==> config.mk <==
export PLATFORM = sky130hd
export DESIGN_NAME = multi_key_vigenere_encrypt
export DESIGN_NICKNAME = d
export VERILOG_FILES = /design/src/hw/rtl/mkv_pkg.sv /design/src/hw/rtl/multi_key_vigenere_encrypt.sv /design/src/hw/rtl/mkv_front.sv /design/src/hw/rtl/mkv_queue.sv /design/src/hw/rtl/mkv_back.sv
export VERILOG_INCLUDE_DIRS = /design/src /design/src/hw/rtl
export SDC_FILE = /design/constraint.sdc
export NUM_CORES = 1
export LEC_CHECK = 0
export BUFFER_PORTS_ARGS = -buffer_cell sky130_fd_sc_hd__buf_2
export CORE_ASPECT_RATIO = 0.6
export CORE_MARGIN = 2
export CORE_UTILIZATION = 55
export DETAILED_ROUTE_END_ITERATION = 8
export PLACE_DENSITY = 0.74
export SETUP_SLACK_MARGIN = 0.4
export SYNTH_ARGS = -nofsm -noshare
export SYNTH_HDL_FRONTEND = slang
export SYNTH_HIERARCHICAL = 1
export SYNTH_SLANG_ARGS = --single-unit
==> constraint.sdc <==
create_clock -name clk_i -period 16.3 [get_ports clk_i]
set_input_delay 0.815 -clock clk_i [delete_from_list [all_inputs] [get_ports clk_i]]
set_output_delay 0.815 -clock clk_i [all_outputs]
set_load 0.02 [all_outputs]
==> src/hw/rtl/multi_key_vigenere_encrypt_defines.svh <==
// Assertion macros shared by the multi-key Vigenere encryptor RTL.
// No dependencies; the using module must have clk_i and rst_ni in scope.
`ifndef MULTI_KEY_VIGENERE_ENCRYPT_DEFINES_SVH
`define MULTI_KEY_VIGENERE_ENCRYPT_DEFINES_SVH

// Same-cycle implication, sampled on the rising clock edge outside reset.
`define MKV_ASSERT_IMPL(name, ante, cons, msg) \
  name: assert property (@(posedge clk_i) disable iff (!rst_ni) (ante) |-> (cons)) \
    else $error(msg);

// Next-cycle implication, sampled on the rising clock edge outside reset.
`define MKV_ASSERT_NEXT(name, ante, cons, msg) \
  name: assert property (@(posedge clk_i) disable iff (!rst_ni) (ante) |=> (cons)) \
    else $error(msg);

`endif

==> src/hw/rtl/mkv_pkg.sv <==
// Package for the multi-key Vigenere encryptor: operation codes, queue entry type,
// character constants and the modulo-26 reduction. No dependencies.
package mkv_pkg;

  // Input command codes.
  localparam logic CMD_LOAD    = 1'b0;
  localparam logic CMD_ENCRYPT = 1'b1;

  // Character constants.
  localparam logic [7:0] ASCII_A = 8'd97;
  localparam logic [7:0] ASCII_Z = 8'd122;
  localparam int unsigned ALPHA  = 26;

  // Letter sum of up to eight 5-bit letters, and the offset plus that sum.
  localparam int unsigned SUM_W = 8;
  localparam int unsigned MOD_W = 9;

  // Reciprocal of 26 as 79 / 2^11; exact quotient for inputs up to 337.
  localparam int unsigned RECIP_MUL   = 79;
  localparam int unsigned RECIP_SHIFT = 11;

  // Queue between the front and the back.
  localparam int unsigned Q_DEPTH = 4;
  localparam int unsigned Q_AW    = 2;
  localparam int unsigned Q_CW    = 3;

  // Classified operation carried through the queue.
  typedef enum logic [1:0] {
    OP_LOAD,
    OP_LETTER,
    OP_PASS
  } mkv_op_e;

  typedef struct packed {
    mkv_op_e     op;
    logic [2:0]  slot;
    logic [3:0]  pos;
    logic [4:0]  letter;
    logic        key_end;
    logic [7:0]  data;
  } mkv_op_t;

  // Remainder modulo 26 by reciprocal multiply and one correction step.
  function automatic logic [4:0] mod_alpha(input logic [MOD_W-1:0] x);
    logic [14:0]      prod;
    logic [3:0]       quo;
    logic [MOD_W-1:0] rem;
    prod = 15'(x) * 15'(RECIP_MUL);
    quo  = 4'(prod >> RECIP_SHIFT);
    rem  = x - MOD_W'(quo) * MOD_W'(ALPHA);
    if (rem >= MOD_W'(ALPHA)) begin
      rem = rem - MOD_W'(ALPHA);
    end
    return rem[4:0];
  endfunction

endpackage

==> src/hw/rtl/multi_key_vigenere_encrypt.sv <==
// Top level of the multi-key Vigenere encryptor: configuration register and the
// front, queue and back. Depends on mkv_pkg, mkv_front, mkv_queue and mkv_back.
//
// Usage:
//   The input channel (in_valid_i / in_ready_o) carries one transaction per item:
//   a key letter load (command 0) or a data byte to encrypt (command 1).
//   Loads give no result; every data byte gives one cipher byte on the output
//   channel (out_valid_o / out_ready_i), in input order.
//   The configuration channel (cfg_valid_i / cfg_ready_o) writes keys_in_use and
//   is always ready; write it only while the block is idle.
//   A data byte passes the queue, the result stage and the output register.
//   Throughput: one item per cycle while the output is not stalled; each letter
//   reads all key lanes in parallel and the cursor of every key in use steps
//   in the same cycle. A four-entry queue separates the front from the back, so
//   input keeps flowing while the receiver stalls until the queue is full; then
//   in_ready_o drops and the output holds its transaction until it is taken.
//   Reset: every key length is one, every cursor zero, keys_in_use is one.
//   Key letters are undefined until loaded.
module multi_key_vigenere_encrypt #(
  parameter int unsigned MAX_KEYS = 8,
  parameter int unsigned KEY_LEN  = 16
) (
  input  logic       clk_i,
  input  logic       rst_ni,
  input  logic       cfg_valid_i,
  output logic       cfg_ready_o,
  input  logic [3:0] cfg_data_i,
  input  logic       in_valid_i,
  output logic       in_ready_o,
  input  logic       command_i,
  input  logic [2:0] key_slot_i,
  input  logic [3:0] key_position_i,
  input  logic [4:0] key_letter_i,
  input  logic       key_end_i,
  input  logic [7:0] data_byte_i,
  output logic       out_valid_o,
  input  logic       out_ready_i,
  output logic [7:0] cipher_byte_o
);
  import mkv_pkg::*;

  logic [3:0] keys_in_use_reg_q;
  logic       push;
  logic       q_full;
  logic       pop;
  logic       head_valid;
  mkv_op_t    entry;
  mkv_op_t    head;

  // Configuration register.
  assign cfg_ready_o = 1'b1;

  always_ff @(posedge clk_i or negedge rst_ni) begin
    if (!rst_ni) begin
      keys_in_use_reg_q <= 4'd1;
    end else if (cfg_valid_i) begin
      keys_in_use_reg_q <= cfg_data_i;
    end
  end

  // Accept and classify input transactions.
  mkv_front #(
    .MAX_KEYS(MAX_KEYS),
    .KEY_LEN (KEY_LEN)
  ) u_front (
    .in_valid_i     (in_valid_i),
    .in_ready_o     (in_ready_o),
    .command_i      (command_i),
    .key_slot_i     (key_slot_i),
    .key_position_i (key_position_i),
    .key_letter_i   (key_letter_i),
    .key_end_i      (key_end_i),
    .data_byte_i    (data_byte_i),
    .q_full_i       (q_full),
    .push_o         (push),
    .entry_o        (entry)
  );

  // Queue between front and back.
  mkv_queue u_queue (
    .clk_i        (clk_i),
    .rst_ni       (rst_ni),
    .push_i       (push),
    .entry_i      (entry),
    .full_o       (q_full),
    .pop_i        (pop),
    .head_valid_o (head_valid),
    .head_o       (head)
  );

  // Execute loads and encryptions.
  mkv_back #(
    .MAX_KEYS(MAX_KEYS),
    .KEY_LEN (KEY_LEN)
  ) u_back (
    .clk_i         (clk_i),
    .rst_ni        (rst_ni),
    .keys_in_use_i (keys_in_use_reg_q),
    .head_valid_i  (head_valid),
    .head_i        (head),
    .pop_o         (pop),
    .out_valid_o   (out_valid_o),
    .out_ready_i   (out_ready_i),
    .cipher_byte_o (cipher_byte_o)
  );

endmodule

==> src/hw/rtl/mkv_front.sv <==
// Front end of the multi-key Vigenere encryptor: accepts input transactions and
// classifies them into queue entries. Depends on mkv_pkg.
module mkv_front #(
  parameter int unsigned MAX_KEYS = 8,
  parameter int unsigned KEY_LEN  = 16
) (
  input  logic           in_valid_i,
  output logic           in_ready_o,
  input  logic           command_i,
  input  logic [2:0]     key_slot_i,
  input  logic [3:0]     key_position_i,
  input  logic [4:0]     key_letter_i,
  input  logic           key_end_i,
  input  logic [7:0]     data_byte_i,
  input  logic           q_full_i,
  output logic           push_o,
  output mkv_pkg::mkv_op_t entry_o
);
  import mkv_pkg::*;

  logic drop;

  // A load aimed outside the key store is taken and then discarded.
  assign drop = (command_i == CMD_LOAD) &&
                (({1'b0, key_slot_i} >= 4'(MAX_KEYS)) ||
                 ({1'b0, key_position_i} >= 5'(KEY_LEN)));

  assign in_ready_o = !q_full_i;
  assign push_o     = in_valid_i && !q_full_i && !drop;

  // Classify the transaction and pack the entry.
  always_comb begin
    entry_o.slot    = key_slot_i;
    entry_o.pos     = key_position_i;
    entry_o.letter  = key_letter_i;
    entry_o.key_end = key_end_i;
    entry_o.data    = data_byte_i;
    if (command_i == CMD_LOAD) begin
      entry_o.op = OP_LOAD;
    end else if (data_byte_i inside {[ASCII_A:ASCII_Z]}) begin
      entry_o.op = OP_LETTER;
    end else begin
      entry_o.op = OP_PASS;
    end
  end

endmodule

==> src/hw/rtl/mkv_queue.sv <==
// Short FIFO between the front and back of the multi-key Vigenere encryptor.
// Depends on mkv_pkg and the shared assertion macros.
`include "multi_key_vigenere_encrypt_defines.svh"

module mkv_queue (
  input  logic             clk_i,
  input  logic             rst_ni,
  input  logic             push_i,
  input  mkv_pkg::mkv_op_t entry_i,
  output logic             full_o,
  input  logic             pop_i,
  output logic             head_valid_o,
  output mkv_pkg::mkv_op_t head_o
);
  import mkv_pkg::*;

  mkv_op_t         mem_q [Q_DEPTH];
  logic [Q_AW-1:0] wr_ptr_q, wr_ptr_d;
  logic [Q_AW-1:0] rd_ptr_q, rd_ptr_d;
  logic [Q_CW-1:0] count_q, count_d;

  assign full_o       = (count_q == Q_CW'(Q_DEPTH));
  assign head_valid_o = (count_q != '0);
  assign head_o       = mem_q[rd_ptr_q];

  // Pointer and fill count update.
  always_comb begin
    wr_ptr_d = push_i ? wr_ptr_q + 1'b1 : wr_ptr_q;
    rd_ptr_d = pop_i  ? rd_ptr_q + 1'b1 : rd_ptr_q;
    count_d  = count_q;
    if (push_i && !pop_i) begin
      count_d = count_q + 1'b1;
    end else if (!push_i && pop_i) begin
      count_d = count_q - 1'b1;
    end
  end

  always_ff @(posedge clk_i or negedge rst_ni) begin
    if (!rst_ni) begin
      wr_ptr_q <= '0;
      rd_ptr_q <= '0;
      count_q  <= '0;
    end else begin
      wr_ptr_q <= wr_ptr_d;
      rd_ptr_q <= rd_ptr_d;
      count_q  <= count_d;
    end
  end

  // Entry storage needs no reset.
  always_ff @(posedge clk_i) begin
    if (push_i) begin
      mem_q[wr_ptr_q] <= entry_i;
    end
  end

  `MKV_ASSERT_IMPL(a_q_bound, 1'b1, count_q <= Q_CW'(Q_DEPTH), "queue fill count past depth")
  `MKV_ASSERT_NEXT(a_q_grow, push_i && !pop_i, count_q == $past(count_q) + 1'b1, "queue push lost")

endmodule

==> src/hw/rtl/mkv_back.sv <==
// Back end of the multi-key Vigenere encryptor: key store, key cursors, letter
// sum, modulo-26 shift and the output register. Depends on mkv_pkg and the macros.
`include "multi_key_vigenere_encrypt_defines.svh"

module mkv_back #(
  parameter int unsigned MAX_KEYS = 8,
  parameter int unsigned KEY_LEN  = 16
) (
  input  logic             clk_i,
  input  logic             rst_ni,
  input  logic [3:0]       keys_in_use_i,
  input  logic             head_valid_i,
  input  mkv_pkg::mkv_op_t head_i,
  output logic             pop_o,
  output logic             out_valid_o,
  input  logic             out_ready_i,
  output logic [7:0]       cipher_byte_o
);
  import mkv_pkg::*;

  localparam int unsigned SLOT_W = (MAX_KEYS > 1) ? $clog2(MAX_KEYS) : 1;
  localparam int unsigned CUR_W  = (KEY_LEN > 1) ? $clog2(KEY_LEN) : 1;
  localparam int unsigned LEN_W  = $clog2(KEY_LEN + 1);
  localparam int unsigned CMP_W  = (CUR_W + 1 > LEN_W) ? CUR_W + 1 : LEN_W;

  // Per-key state.
  logic [CUR_W-1:0] cursor_q [MAX_KEYS];
  logic [LEN_W-1:0] length_q [MAX_KEYS];
  logic [4:0]       lane_letter [MAX_KEYS];

  logic             is_load;
  logic             load_fire;
  logic             enc_fire;
  logic             end_fire;
  logic [3:0]       n_use;
  logic [SLOT_W-1:0] wr_slot;
  logic [CUR_W-1:0] wr_pos;
  logic [SUM_W-1:0] sum;

  // Result stage between execution and the output register.
  logic             r1_valid_q;
  logic             r1_letter_q;
  logic [7:0]       r1_byte_q;
  logic [SUM_W-1:0] r1_sum_q;
  logic             r1_ready;

  logic             out_valid_q;
  logic [7:0]       out_byte_q;
  logic             out_load;
  logic [MOD_W-1:0] mod_in;
  logic [7:0]       offset;
  logic [7:0]       cipher;

  // Handshake between the queue head, the result stage and the output register.
  assign out_load  = !out_valid_q || out_ready_i;
  assign r1_ready  = !r1_valid_q || out_load;
  assign is_load   = (head_i.op == OP_LOAD);
  assign pop_o     = head_valid_i && (is_load || r1_ready);
  assign load_fire = pop_o && is_load;
  assign enc_fire  = pop_o && (head_i.op == OP_LETTER);
  assign end_fire  = load_fire && head_i.key_end;
  assign wr_slot   = head_i.slot[SLOT_W-1:0];
  assign wr_pos    = head_i.pos[CUR_W-1:0];

  // Key count saturates at the number of slots.
  assign n_use = (keys_in_use_i > 4'(MAX_KEYS)) ? 4'(MAX_KEYS) : keys_in_use_i;

  for (genvar s = 0; s < MAX_KEYS; s++) begin : g_lane
    logic [4:0]       store_q [KEY_LEN];
    logic [CUR_W-1:0] cur_idx;
    logic [CMP_W-1:0] nxt;
    logic             lane_on;
    logic             wrap;
    logic             sel;

    assign sel     = (wr_slot == SLOT_W'(s));
    assign lane_on = (4'(s) < n_use);
    assign cur_idx = (CMP_W'(cursor_q[s]) >= CMP_W'(KEY_LEN)) ? '0 : cursor_q[s];
    assign nxt     = CMP_W'(cur_idx) + 1'b1;
    assign wrap    = (nxt >= CMP_W'(length_q[s])) || (nxt >= CMP_W'(KEY_LEN));
    assign lane_letter[s] = lane_on ? store_q[cur_idx] : 5'd0;

    // Cursor and length of this key.
    always_ff @(posedge clk_i or negedge rst_ni) begin
      if (!rst_ni) begin
        cursor_q[s] <= '0;
        length_q[s] <= LEN_W'(1);
      end else if (end_fire && sel) begin
        cursor_q[s] <= '0;
        length_q[s] <= LEN_W'({1'b0, head_i.pos} + 5'd1);
      end else if (enc_fire && lane_on) begin
        cursor_q[s] <= wrap ? '0 : nxt[CUR_W-1:0];
      end
    end

    // Key letters of this key; undefined until loaded.
    always_ff @(posedge clk_i) begin
      if (load_fire && sel) begin
        store_q[wr_pos] <= head_i.letter;
      end
    end
  end

  // Sum of the current letter of every key in use.
  always_comb begin
    sum = '0;
    for (int k = 0; k < MAX_KEYS; k++) begin
      sum = sum + SUM_W'(lane_letter[k]);
    end
  end

  always_ff @(posedge clk_i or negedge rst_ni) begin
    if (!rst_ni) begin
      r1_valid_q <= 1'b0;
    end else if (pop_o && !is_load) begin
      r1_valid_q <= 1'b1;
    end else if (out_load) begin
      r1_valid_q <= 1'b0;
    end
  end

  always_ff @(posedge clk_i) begin
    if (pop_o && !is_load) begin
      r1_letter_q <= (head_i.op == OP_LETTER);
      r1_byte_q   <= head_i.data;
      r1_sum_q    <= sum;
    end
  end

  // Shift the letter by the reduced sum.
  assign offset = r1_byte_q - ASCII_A;
  assign mod_in = MOD_W'(offset[4:0]) + MOD_W'(r1_sum_q);
  assign cipher = r1_letter_q ? (ASCII_A + 8'(mod_alpha(mod_in))) : r1_byte_q;

  // Output register.
  always_ff @(posedge clk_i or negedge rst_ni) begin
    if (!rst_ni) begin
      out_valid_q <= 1'b0;
    end else if (out_load) begin
      out_valid_q <= r1_valid_q;
    end
  end

  always_ff @(posedge clk_i) begin
    if (out_load && r1_valid_q) begin
      out_byte_q <= cipher;
    end
  end

  assign out_valid_o   = out_valid_q;
  assign cipher_byte_o = out_byte_q;

  for (genvar a = 0; a < MAX_KEYS; a++) begin : g_chk
    `MKV_ASSERT_IMPL(a_cursor_in_key, 1'b1, CMP_W'(cursor_q[a]) < CMP_W'(length_q[a]),
                     "key cursor past key length")
  end
  `MKV_ASSERT_NEXT(a_r1_hold, r1_valid_q && !out_load,
                   r1_valid_q && $stable(r1_sum_q) && $stable(r1_byte_q),
                   "result stage overwritten while held")
  `MKV_ASSERT_NEXT(a_out_hold, out_valid_q && !out_ready_i,
                   out_valid_q && $stable(out_byte_q), "output changed while stalled")

endmodule

* Yosys cells after proc, flatten, opt, wreduce, memory -nomap -nowiden
Memory sizes are Yosys's and may differ from the RTL's.
Index checks and enable logic that the tools add are counted.
** Storage, ports and cells
- Output and inout bits :: 11
- Register bits :: 110
- Memories kept :: 9
- Bits in writable memories :: 732
- Word-level logic and storage cells :: 222
- Input port bits :: 31
** Memories
- u_queue.mem_q :: words 4, width 23, rd ports 1, clocked after Yosys merged registers in 0, write ports 1, RTL line mkv_queue.sv:17 : mkv_op_t mem_q [Q_DEPTH];
- u_back.g_lane[0].store_q :: words 16, width 5, rd ports 1, clocked after Yosys merged registers in 0, write ports 1, RTL line mkv_back.sv:69 : logic [4:0] store_q [KEY_LEN];
- u_back.g_lane[1].store_q :: words 16, width 5, rd ports 1, clocked after Yosys merged registers in 0, write ports 1, RTL line mkv_back.sv:69
- u_back.g_lane[2].store_q :: words 16, width 5, rd ports 1, clocked after Yosys merged registers in 0, write ports 1, RTL line mkv_back.sv:69
- u_back.g_lane[3].store_q :: words 16, width 5, rd ports 1, clocked after Yosys merged registers in 0, write ports 1, RTL line mkv_back.sv:69
- u_back.g_lane[4].store_q :: words 16, width 5, rd ports 1, clocked after Yosys merged registers in 0, write ports 1, RTL line mkv_back.sv:69
- 3 more memories
** Cells by class
- Equal/unequal tests :: 9
- Add/subtract/negate cells :: 25
- Multiply operators :: 2
- Magnitude comparators :: 28
- Muxes and demuxes :: 59
- Reductions and logical operators :: 64
** Operators by type and width (number)
- two-way mux 4 bit :: 25
- adder 8 x 5 -> 8 bit :: 6
- adder 4 x 1 -> 5 bit (second input constant) :: 9
- two-way mux 5 bit :: 9
- >= comparator 5 bit :: 8
- >= comparator 5 bit (second input constant) :: 8
- logical AND 1 bit :: 34
- two-way mux 1 bit :: 20
- nonzero test 2 bit :: 10
- less-than comparator 3 x 4 -> 1 bit (first input constant) :: 4
- == test 3 bit (second input constant) :: 5
- multiplier 9 x 7 -> 15 bit (second input constant) :: 1
- logical OR 1 bit :: 11
- adder 5 x 8 -> 9 bit :: 1
- >= comparator 9 x 5 -> 1 bit (second input constant) :: 1
- subtractor 9 bit :: 1
- adder 7 x 5 -> 8 bit (first input constant) :: 1
- >= comparator 8 x 7 -> 1 bit (second input constant) :: 1
- <= comparator 8 x 7 -> 1 bit (second input constant) :: 1
- less-than comparator 1 x 4 -> 1 bit (first input constant) :: 2
- less-than comparator 2 x 4 -> 1 bit (first input constant) :: 2
- multiplier 4 x 4 -> 8 bit (second input constant) :: 1
- two-way mux 8 bit :: 1
- adder 5 x 5 -> 6 bit :: 1
- other kinds (15) :: 24

* Depth between registers and ports, before layout
- Depth in word-level cells :: 11
- Depth in mapped cells :: 44
- Mapped depth without buffers :: 43

* Cells and area by module
Netlist, hierarchy kept.
** By module, submodules not included
- mkv_back :: instances 1, cells each 1977, area an instance 33076.7 um^2, seq. area each 21830.9 um^2
- mkv_queue :: instances 1, cells each 155, area an instance 3757.4 um^2, seq. area each 2937.8 um^2
- mkv_front :: instances 1, cells each 31, area an instance 214.0 um^2, seq. area each 0.0 um^2
- multi_key_vigenere_encrypt :: instances 1, cells each 10, area an instance 157.7 um^2, seq. area each 101.3 um^2

* Worst setup path before layout
OpenSTA, ideal clock, no wires.
- Kind :: register -> register
- Start point :: register u_back.r1_byte_q[0]
- End point :: register u_back.out_byte_q[4] (netlist: u_back/cipher_byte_o[4]), data pin
- Arrival time :: 9227 ps
- Period minus slack after synthesis :: 9487 ps
- Cell stages (with the launch flop) :: 43
- Library setup time :: 260 ps
- Path slack :: 6813 ps
- Path buffers :: 2
- Cells stage by stage :: edfxtp_1 -> inv_1 -> ha_1 -> nor3b_1 -> xor2_1 -> ha_1 -> nor2b_4 -> or3b_1 -> and3_1 -> buf_6 -> inv_1 -> fa_1 -> ha_1 -> inv_1 -> fa_1 -> fa_1 -> inv_1 -> ha_1 -> [7 not listed] -> ha_1 -> ha_1 -> fa_1 -> xnor2_1 -> ha_1 -> a21oi_1 -> or4b_4 -> a21oi_2 -> a311oi_1 -> a211o_1 -> or3_1 -> buf_6 -> xnor2_1 -> ha_1 -> nor3b_1 -> mux2i_2 -> xor2_1 -> mux2_2
** On the way
- Word-level cells in the longest chain between the ends :: 9
- Elaborated cells between the ends (all ways) :: 10
- Classes of those cells :: add/sub (5); mul (2); order compare (1); mux (2)
** RTL lines
- from (decl) :: RTL line mkv_back.sv:43 : logic [7:0] r1_byte_q;
- from (signal assigned) :: RTL line mkv_back.sv:125 : r1_byte_q <= head_i.data;
- subtractor 5 x 1 -> 5 bit * :: RTL line mkv_back.sv:131 : assign offset = r1_byte_q - ASCII_A;
- adder 5 x 8 -> 9 bit * :: RTL line mkv_back.sv:132 : assign mod_in = MOD_W'(offset[4:0]) + MOD_W'(r1_sum_q);
- multiplier 9 x 7 -> 15 bit :: RTL line mkv_pkg.sv:48 : prod = 15'(x) * 15'(RECIP_MUL);
- multiplier 4 x 4 -> 8 bit :: RTL line mkv_pkg.sv:50 : rem = x - MOD_W'(quo) * MOD_W'(ALPHA);
- subtractor 9 bit * :: RTL line mkv_pkg.sv:50
- >= comparator 9 x 5 -> 1 bit or subtractor 5 bit (tied branches) :: RTL line mkv_pkg.sv:51, mkv_pkg.sv:52
- two-way mux 5 bit * :: RTL line mkv_pkg.sv:51 : if (rem >= MOD_W'(ALPHA)) begin
- adder 7 x 5 -> 8 bit * :: RTL line mkv_back.sv:133 : assign cipher = r1_letter_q ? (ASCII_A + 8'(mod_alpha(mod_in))) : r1_byte_q;
- two-way mux 8 bit * :: RTL line mkv_back.sv:133
- via u_back.cipher[4] :: RTL line mkv_back.sv:52 : logic [7:0] cipher;
- to (signal assigned) :: RTL line mkv_back.sv:146 : out_byte_q <= cipher;
- to (decl) :: RTL line mkv_back.sv:48 : logic [7:0] out_byte_q;
The timed path passes the listed nets; every way through them passes the cells marked *.
A chain may end at the register's enable or synchronous reset.

* Final worst setup path
Ends and elaborated chain as after synthesis.

==> run metrics <==
CP max FO=6; Avg Inst Size Synth=17.1 um2; gr usage total=0.240; PortBufs=40; Final Critical Period=10.55 ns; Ys Warns=6; max incr delay on CP=0.52 ns; final RePlAce weighted congestion=0.885; CTS sink cnt=approximately 840; Die Ht=205 um; post-DP HPWL=53.4 mm; Yosys reg bits=842; Core Footprint=between 60000 and 70000 um2; EDFF count, synth=about 760; hold_buf cts=0; Slew headroom=0.162; crit share post-route=0.647; drt pass-1 iters=8; most used cell, CP=ha_1; layout cells sized above 1=0.187; clock buffer depth=3; Nets=2408; via count=19600; hold crit path type=input port to async pin; fin util=0.611; Mapped Nets=2377; kind of critical path=flop to flop; ANT cells=0; initial core utilization=0.559; total CTS buffers=74; flip-flop and latch area=~25000 um2; Routed Antenna Nets=0; MaxCap Viol Count=0; Final Max Tran Viols=0; Via density=around 6.2; main flop type after synthesis=edfxtp_1; asr flop ratio synth=0.101; 1st-iter DRT viols=2951; number of I/O pins=42; CTS tree=yes; setup bufs post-CTS=0; FMAX=around 95 MHz; WP data required=16.66 ns; multi-input logic area=11300 um2; clk_skew=0.0330 ns; Syn Inst Count=2173; synth-to-layout area growth=9.26%; die footprint=around 70000 um2; H-tree Lvls=3; Max stage delay cell, worst path=fa_1; FILL cells=between 4000 and 5000; mapped cell area=~37000 um2; vias in the first global route=19600; setup TNS=0 ns; Clock transition at path regs=~0.07 ns; Routed WL=81.7 mm; hold_ws=0.166 ns; Rows=73; global-route wire length before repair=124 mm; largest net degree at the start of global routing=113; status=finished clean; Clk Tree Root Cell=clkbuf_16; Startpoint Class=flop; endpoint class of the critical path=flop; worst skew pair latency=approximately 0.62 ns; Worst EP arrival=around 11 ns; synth unique cells=71; Remaining DRCs=0; GRT overflow=0; post-synthesis sequential area ratio=0.668; initial antenna violation count=5; Hold Fails Final Rpt=0; endpoints failing setup=0; Worst-Margin Slew=1.26 ns; mean routed wirelength per cell=around 26 um; RSZ-0062 raised after global routing=no; cts repair resizes=0; Die W=340 um
## layout make-up
cell class / instances / share of cell area
Timing Repair Buffer: 67 / 0.00997
Multi-Input combinational cell: 1085 / 0.278
Sequential cell: 842 / 0.612
Tap cell: 900 / 0.0277
Clock inverter: 31 / 0.00788
Inverter: 134 / 0.0124
Clock buffer: 104 / 0.0526
## through the flow
| stage | std cells | setup slack, ns | cell area (um2) |
|---|---|---|---|
| 2_1_floorplan | 2173 | 6.81 | 37200 |
| 4_1_cts | 3163 | 5.81 | 40700 |
| 3_3_place_gp | 3028 | 6.20 | 38200 |
| 3_5_place_dp | 3028 | 5.86 | 38200 |
| 6_report | 3163 | 5.75 | 40700 |
| 5_1_grt | 3163 | 5.01 | 40700 |
## cells in the mapped netlist (10+ instances only)
cell	instances	area share
a21o_1	17	0.0034
a21oi_1	36	0.0048
a22oi_1	10	0.0020
and2_1	18	0.0030
and3_1	12	0.0020
buf_1	19	0.0019
buf_4	22	0.0044
clkbuf_1	63	0.0064
dfrtp_1	76	0.051
edfxtp_1	757	0.61
fa_1	49	0.026
ha_1	124	0.042
inv_1	133	0.013
mux2_2	13	0.0039
mux2i_1	20	0.0054
mux4_2	206	0.12
nand2_1	116	0.012
nand2b_1	22	0.0037
nand3_1	23	0.0031
nor2_1	167	0.017
nor2b_1	18	0.0030
o21ai_0	73	0.0098
xnor2_1	30	0.0071
xor2_1	24	0.0056
## placed cells by master (no fill, tap or decap), drive strengths merged, types with 23 or more instances in the layout
cell type,netlist,final
a21oi,37,37
edfxtp,757,757
nand3,23,23
o21ai,73,73
ha,124,124
nor2,167,167
xor2,24,24
buf,49,67
dfrtp,76,76
inv,134,137
clkbuf,63,104
nand2,116,116
xnor2,30,30
mux4,211,211
fa,49,49
## sequential cells by signal, summed over array words and instances (netlist names)
name                   flops
u_back/g_lane.store_q    640
u_queue/mem_q             92
u_back/length_q           40
u_back/g_lane.cur_idx     32
u_back/cipher_byte_o       8
u_back/r1_byte_q           8
u_back/r1_sum_q            8
keys_in_use_reg_q          4
u_queue/count_q            3
u_queue/rd_ptr_q           2
u_queue/wr_ptr_q           2
u_back/out_valid_o         1
u_back/r1_letter_q         1
u_back/r1_valid_q          1
## worst paths after layout
check	start	end	cells past startpoint	slack, ns
worst min register to register	u_back/length_q[9]	u_back/length_q[9]	2	0.48
worst max-delay path	u_back/r1_byte_q[0]	u_back/cipher_byte_o[4]	40	5.75
worst max register to register	u_back/r1_byte_q[0]	u_back/cipher_byte_o[4]	40	5.75
worst min-delay path	rst_ni	u_back/g_lane[3].cur_idx[1]	1	0.17
max in group asynchronous	rst_ni	u_back/length_q[8]	2	15.04
min in group clk_i	key_letter_i[2]	u_queue/mem_q[1][11]	1	0.42
## cell families (layout without fill, tap and decap cells)
kind of cell / Yosys count / after routing / synth area share
buffers and inverters: 246 / 336 / 0.0286
DFF: 842 / 842 / 0.668
other: 1 / 1 / 0.000101
AOI/OAI and AO/OA: 184 / 184 / 0.0307
muxes: 245 / 245 / 0.138
xor gates and xnor gates: 54 / 54 / 0.0127
and+or+nand+nor: 428 / 428 / 0.0534
adders and majority gates: 173 / 173 / 0.0681
## metal layers
metal	vias up	routed length [um]	GRT usage
li1	8361	-	-
met5	-	0	0
met3	111	8730	0.0582
met4	0	1390	0.0510
met1	10200	36200	0.380
met2	977	35400	0.340
## worst max-delay path: cells and delay by family, from the launching register on
| family | cells | cell delay, ns |
|---|---|---|
| muxes | 2 | 0.41 |
| adders and majority gates | 13 | 4.28 |
| xor gates and xnor gates | 5 | 0.98 |
| AOI/OAI and AO/OA | 8 | 1.59 |
| buffers and inverters | 4 | 0.30 |
| and+or+nand+nor | 8 | 2.33 |
| DFF | 1 | 0.42 |
Power is not shown: default switching activity piles up to over one toggle a cycle in this logic, so the estimate is an artifact.
